===== config.mk =====
export PLATFORM = sky130hd
export DESIGN_NAME = pptw_vp
export DESIGN_NICKNAME = d
export VERILOG_FILES = /design/src/rtl/pptw_pkg.sv /design/src/rtl/pptw_vp.sv
export SDC_FILE = /design/constraint.sdc
export NUM_CORES = 2
export LEC_CHECK = 0
export ABC_AREA = 1
export BUFFER_PORTS_ARGS = -buffer_cell sky130_fd_sc_hd__buf_2
export CORE_UTILIZATION = 40
export DETAILED_ROUTE_END_ITERATION = 8
export HOLD_SLACK_MARGIN = 0.1
export REMOVE_ABC_BUFFERS = 1
export SLEW_MARGIN = 10
export SYNTH_ARGS = -nofsm -noshare
export SYNTH_HDL_FRONTEND = slang
export SYNTH_SLANG_ARGS = --single-unit

===== constraint.sdc =====
create_clock -name clk -period 9.55 [get_ports clk]
set_input_delay 1.4325 -clock clk [delete_from_list [all_inputs] [get_ports clk]]
set_output_delay 1.4325 -clock clk [all_outputs]
set_load 0.05 [all_outputs]

===== src/rtl/pptw_pkg.sv =====
// pptw_pkg: shared types and constants for point_project_to_window
// no dependencies
`default_nettype none
package pptw_pkg;
	localparam int DATA_WIDTH_DEF = 32;
	localparam int FRAC_BITS_DEF  = 16;
	localparam int VP_WIDTH       = 16;
	localparam int VP_UWIDTH      = 15;
	localparam int CFG_IDX_W      = 2;
	localparam int MODE_W         = 2;
	localparam int IDX_W          = 4;

	localparam logic [MODE_W-1:0] MODE_POINT = 2'd0;
	localparam logic [MODE_W-1:0] MODE_MODEL = 2'd1;
	localparam logic [MODE_W-1:0] MODE_PROJ  = 2'd2;

	localparam logic [CFG_IDX_W-1:0] REG_VP_X = 2'd0;
	localparam logic [CFG_IDX_W-1:0] REG_VP_Y = 2'd1;
	localparam logic [CFG_IDX_W-1:0] REG_VP_W = 2'd2;
	localparam logic [CFG_IDX_W-1:0] REG_VP_H = 2'd3;

	typedef struct packed {
		logic signed [VP_WIDTH-1:0]  vp_x;
		logic signed [VP_WIDTH-1:0]  vp_y;
		logic        [VP_UWIDTH-1:0] vp_w;
		logic        [VP_UWIDTH-1:0] vp_h;
	} vp_cfg_t;
endpackage
`default_nettype wire


===== src/rtl/pptw_vp.sv =====
// pptw_vp: viewport map, two stages (scale product, offset and saturate)
// uses pptw_pkg
`default_nettype none
module pptw_vp #(
	parameter int DW = 32,
	parameter int FB = 16
) (
	input  wire logic                 clk,
	input  wire logic                 en,
	input  wire pptw_pkg::vp_cfg_t    cfg,
	input  wire logic signed [DW-1:0] ndc [3],
	input  wire logic                 ok,
	output logic signed [DW-1:0]      wx,
	output logic signed [DW-1:0]      wy,
	output logic signed [DW-1:0]      wz
);
	import pptw_pkg::*;
	localparam int EW = DW + 20;
	logic signed [EW-1:0] px_s1, py_s1, sz_s1;
	logic                 ok_s1;
	logic signed [EW-1:0] ax, ay, az;
	logic signed [EW-1:0] sx, sy;

	function automatic logic signed [DW-1:0] sat(input logic signed [EW-1:0] a);
		logic signed [EW-1:0] hi;
		hi = EW'((EW'(1) <<< (DW - 1)) - EW'(1));
		if (a > hi) sat = {1'b0, {(DW-1){1'b1}}};
		else if (a < -hi - EW'(1)) sat = {1'b1, {(DW-1){1'b0}}};
		else sat = DW'(a);
	endfunction

	assign sx = (EW'(1) <<< FB) + EW'(ndc[0]);
	assign sy = (EW'(1) <<< FB) + EW'(ndc[1]);

	always_ff @(posedge clk) begin
		if (en) begin
			px_s1 <= sx * EW'(signed'({1'b0, cfg.vp_w}));
			py_s1 <= sy * EW'(signed'({1'b0, cfg.vp_h}));
			sz_s1 <= (EW'(1) <<< FB) + EW'(ndc[2]);
			ok_s1 <= ok;
		end
	end

	assign ax = (EW'(cfg.vp_x) <<< FB) + (px_s1 >>> 1);
	assign ay = (EW'(signed'({1'b0, cfg.vp_h})) <<< FB)
		- ((EW'(cfg.vp_y) <<< FB) + (py_s1 >>> 1));
	assign az = sz_s1 >>> 1;

	always_ff @(posedge clk) begin
		if (en) begin
			wx <= ok_s1 ? sat(ax) : '0;
			wy <= ok_s1 ? sat(ay) : '0;
			wz <= ok_s1 ? sat(az) : '0;
		end
	end
endmodule
`default_nettype wire


-- Word level (Yosys, flattened, before mapping)
Cells that the tools add are included.
- $add $sub $neg: 6
- multipliers: 2
- $lt $le $gt $ge: 6
- mux-type cells: 6
- bitwise operators: 1
- reduce and logical (&&, ||, !) cells: 3
- operators by type and width (cell ; count):
    > comparator 52 x 32 -> 1 bit (second input constant) ; 2
    less-than comparator 52 x 32 -> 1 bit (second input constant) ; 2
    adder 18 x 32 -> 33 bit (first input constant) ; 3
    adder 32 x 48 -> 49 bit ; 2
    multiplier 33 x 16 -> 49 bit ; 2
    two-way mux 32 bit ; 3
    two-way mux 31 bit ; 3
    subtractor 32 x 52 -> 52 bit ; 1
    > comparator 32 bit (second input constant) ; 1
    less-than comparator 32 bit (second input constant) ; 1
    OR reduction 2 bit ; 3
    NOT 1 bit ; 1
- register bits after elaboration: 228
- output and inout port bits: 96

-- Longest topological paths before layout
- depth in word-level cells: 5
- gate-level depth with buffers: 37
- gate-level depth less buffers: 36

-- Worst setup path before layout
Ideal clock, no wire load.
- path type: input-to-reg
- from: in ndc[80] (netlist name)
- to: reg px_s1[47] (data pin)
- setup time: 0.266 ns
- arrival: 7.720 ns
- slack: 1.565 ns
- stages on the path: 31
- cells stage by stage: ha_1 -> nand2_1 -> nor2_1 -> nand2_1 -> nor2_1 -> nand2_1 -> nor2_1 -> inv_1 -> nor2_1 -> nand4_1 -> nor2_1 -> nor2_1 -> clkbuf_1 -> nand2_1 -> fa_1 -> fa_1 -> inv_1 -> fa_1 -> fa_1 -> fa_1 -> inv_1 -> fa_1 -> inv_1 -> ha_1 -> nand2_1 -> nor2_1 -> nand2_1 -> nor4_1 -> or3b_2 -> o2111ai_1 -> xor2_1
- cells in the longest elaborated chain, start to end: 2
- ends and longest elaborated chain (element ; RTL line ; RTL):
    start: declaration ; pptw_vp.sv:11 ; input wire logic signed [DW-1:0] ndc [3],
    adder 18 x 32 -> 33 bit ; pptw_vp.sv:32 ; assign sx = (EW'(1) <<< FB) + EW'(ndc[0]);
    multiplier 33 x 16 -> 49 bit ; pptw_vp.sv:37 ; px_s1 <= sx * EW'(signed'({1'b0, cfg.vp_w}));
    end signal: assignment ; pptw_vp.sv:37 ;
    end: declaration ; pptw_vp.sv:19 ; logic signed [EW-1:0] px_s1, py_s1, sz_s1;
Every way passes these cells.
A chain may end at the register's enable or synchronous reset.

-- Worst setup path after layout
Same ends and word-level chain as after synthesis.

==> results.ini <==
[layout]
final_cells = 8195
final_util = 0.436
nNetsFinal = 7945
syn_to_final_growth_pct = 7.68
drive_gt1_frac = 0.0616
final_cell_mix = 1693 x inv_1, 1632 x nand2_1, 936 x fa_1
num-fill-cells = 12600
final_common_cell = inv_1

[placed_design]
place_ws_ps = 485
port_buffers = 255
gp_congestion = 0.910
hpwlAfterDp_mm = 112
dp.cells = 8141

[global_route]
grt-ovfl-total = 0
grt_pass1_vias = 41200
antenna_found_initial = 11
grtUsageTotal = 0.213
grt_max_degree = 85
grt_pass1_wl_mm = 218

[cts]
htree_num_levels = 1
cts.clk_slew.worst_paths_ps = 60
cts_buffers = 27
clk_latency_ps = 560
clock-sinks = 225
cts_tree = done
cts_resized = 0
root_buffer = clkbuf_16
cts.path.max_buffers = 3
postCtsSetupBuffers = 0
cts_hold_buf = 0

[logic_synthesis]
async_flop_share = 0
yosysTopAreaCell = fa_1
synth_area_per_cell_sq_um = 7.88
yosysTopAreaCellShare = 0.373
yosys_warnings = 0
synthFlopType = edfxtp_1
synthCells = 6380
synth_cell_type_count = 49
netlist_area_sq_um = 50300
netlist_top_cells_area = fa_1 37%, edfxtp_1 13%, inv_1 13%, nand2_1 12%, ha_1 7.8%
synth-seq-cells = 225
synth-edff-count = 225
ys_seq_area_frac = 0.134

[floorplan]
io_pins = 257
start_util = 0.405
std_cell_rows = 129
die_width_um = 357
die_area_sq_um = 127000
design.core.area_sq_um = 124000
die_h_um = 357

[route]
highest_layer = met5
vias = 40000
m1WireLength_mm = 60.5
drt_iter0_markers = 2647
met2WireLength_mm = 61.9
first_pass_iters = 6
dr_wl_met3_mm = 7.16
drc = 0
vias_per_cell = 4.88
wl_mm = 133
antenna_left = 0
wl_per_cell_um = 16.3

[timing]
maxSlewViolCount = 0
setup_viol = 0
finalHoldViolations = 0
relSlewSlack = 0.298
fin_crit_ps = 8560
rsz0062_at_grt = false
finalSetupTns_ps = 0
worst_pin_slew_ps = 1050
skew_ps = 12.2
fmax_mhz = 117
layout_setup_ws_ps = 992
timing.final.crit_share = 0.896

[worst_setup_path]
critical_path.slowest_cell = fa_1
cp_max_fo = 6
path_common_cell = nor2_1
cpPeakStageDelay_ps = 690
startpoint_type = input pin
worstPathArrival_ps = 8840
worstPathRequired_ps = 9840
worstSetupPathType = in -> reg
cp-end-kind = flop

[outcome]
status = complete, no violations

[min_path]
min_path_type = reg -> reg

[job]
maxCapViolCount = 0

==> worst max-delay path: cells and delay by family <==
kind,cells,cell delay [ps]
buf+inv,7,820
fa+ha+maj,8,3770
simple gates,16,2580
xor+xnor,1,110
compound gates,1,130
==> sequential cells by signal (all words and copies together), names as in the netlist <==
signal,flops
wz,32
sz_s1,32
py_s1,48
wx,32
ok_s1,1
px_s1,48
wy,32
==> worst paths after layout <==
path / start / to / slack (ps) / depth (start not counted)
min: sz_s1[18] / wz[17] / 500 / 2
max: ndc[80] / px_s1[47] / 990 / 33
max reg2reg: py_s1[17] / wy[15] / 4400 / 27
min reg2reg: sz_s1[18] / wz[17] / 500 / 2
==> cell usage after synthesis, types with 14 or more instances <==
library cell,count
a21oi_1,220
a31oi_1,46
clkbuf_1,147
clkinv_1,20
edfxtp_1,225
fa_1,936
ha_1,315
inv_1,1693
nand2_1,1632
nand2_2,25
nand3_1,150
nand3b_1,14
nand4_1,35
nor2_1,462
nor2_2,17
nor3_1,31
o21a_1,15
o21ai_0,79
xnor2_1,74
xor2_1,118
==> area by class of cell <==
class,count,area [sq um],share of cell area
repair buffers,288,1530,0.0283
diodes,4,10.0,0.000185
flip-flops and latches,225,6760,0.125
clock buffers,31,691,0.0128
clock inverters,19,240,0.00444
multi-input cells,4272,36400,0.673
inverters,1719,6450,0.119
well taps,1637,2050,0.0378
==> cell families (layout without fill, tap and decap cells) <==
logic type               Yosys count  count (layout)  share of synthesized area
buffers and inverters           1883            2057                      0.141
AO/OA/AOI/OAI                    421             421                     0.0470
adder cells (fa/ha/maj)         1251            1251                      0.451
XOR/XNOR                         192             192                     0.0334
AND/OR/NAND/NOR                 2408            2408                      0.193
flip-flops                       225             225                      0.134
other                              0               4                          0
==> metrics by stage <==
step / hold WS (ps) / area, sq um
after global placement: 481 / 53200
after detailed placement: 487 / 53200
after global routing: 523 / 54200
after floorplan: 478 / 49600
after CTS: 498 / 54100
final: 498 / 54200
==> per-layer routing <==
layer	vias up	global-route usage
li1	19000	-
met1	19700	0.300
met2	1110	0.354
met3	179	0.0190
met4	4	0.0532
met5	-	0
Power is left out: the tool's default activity adds up to more than one toggle a clock period on the data nets, which glitch-free logic cannot reach.
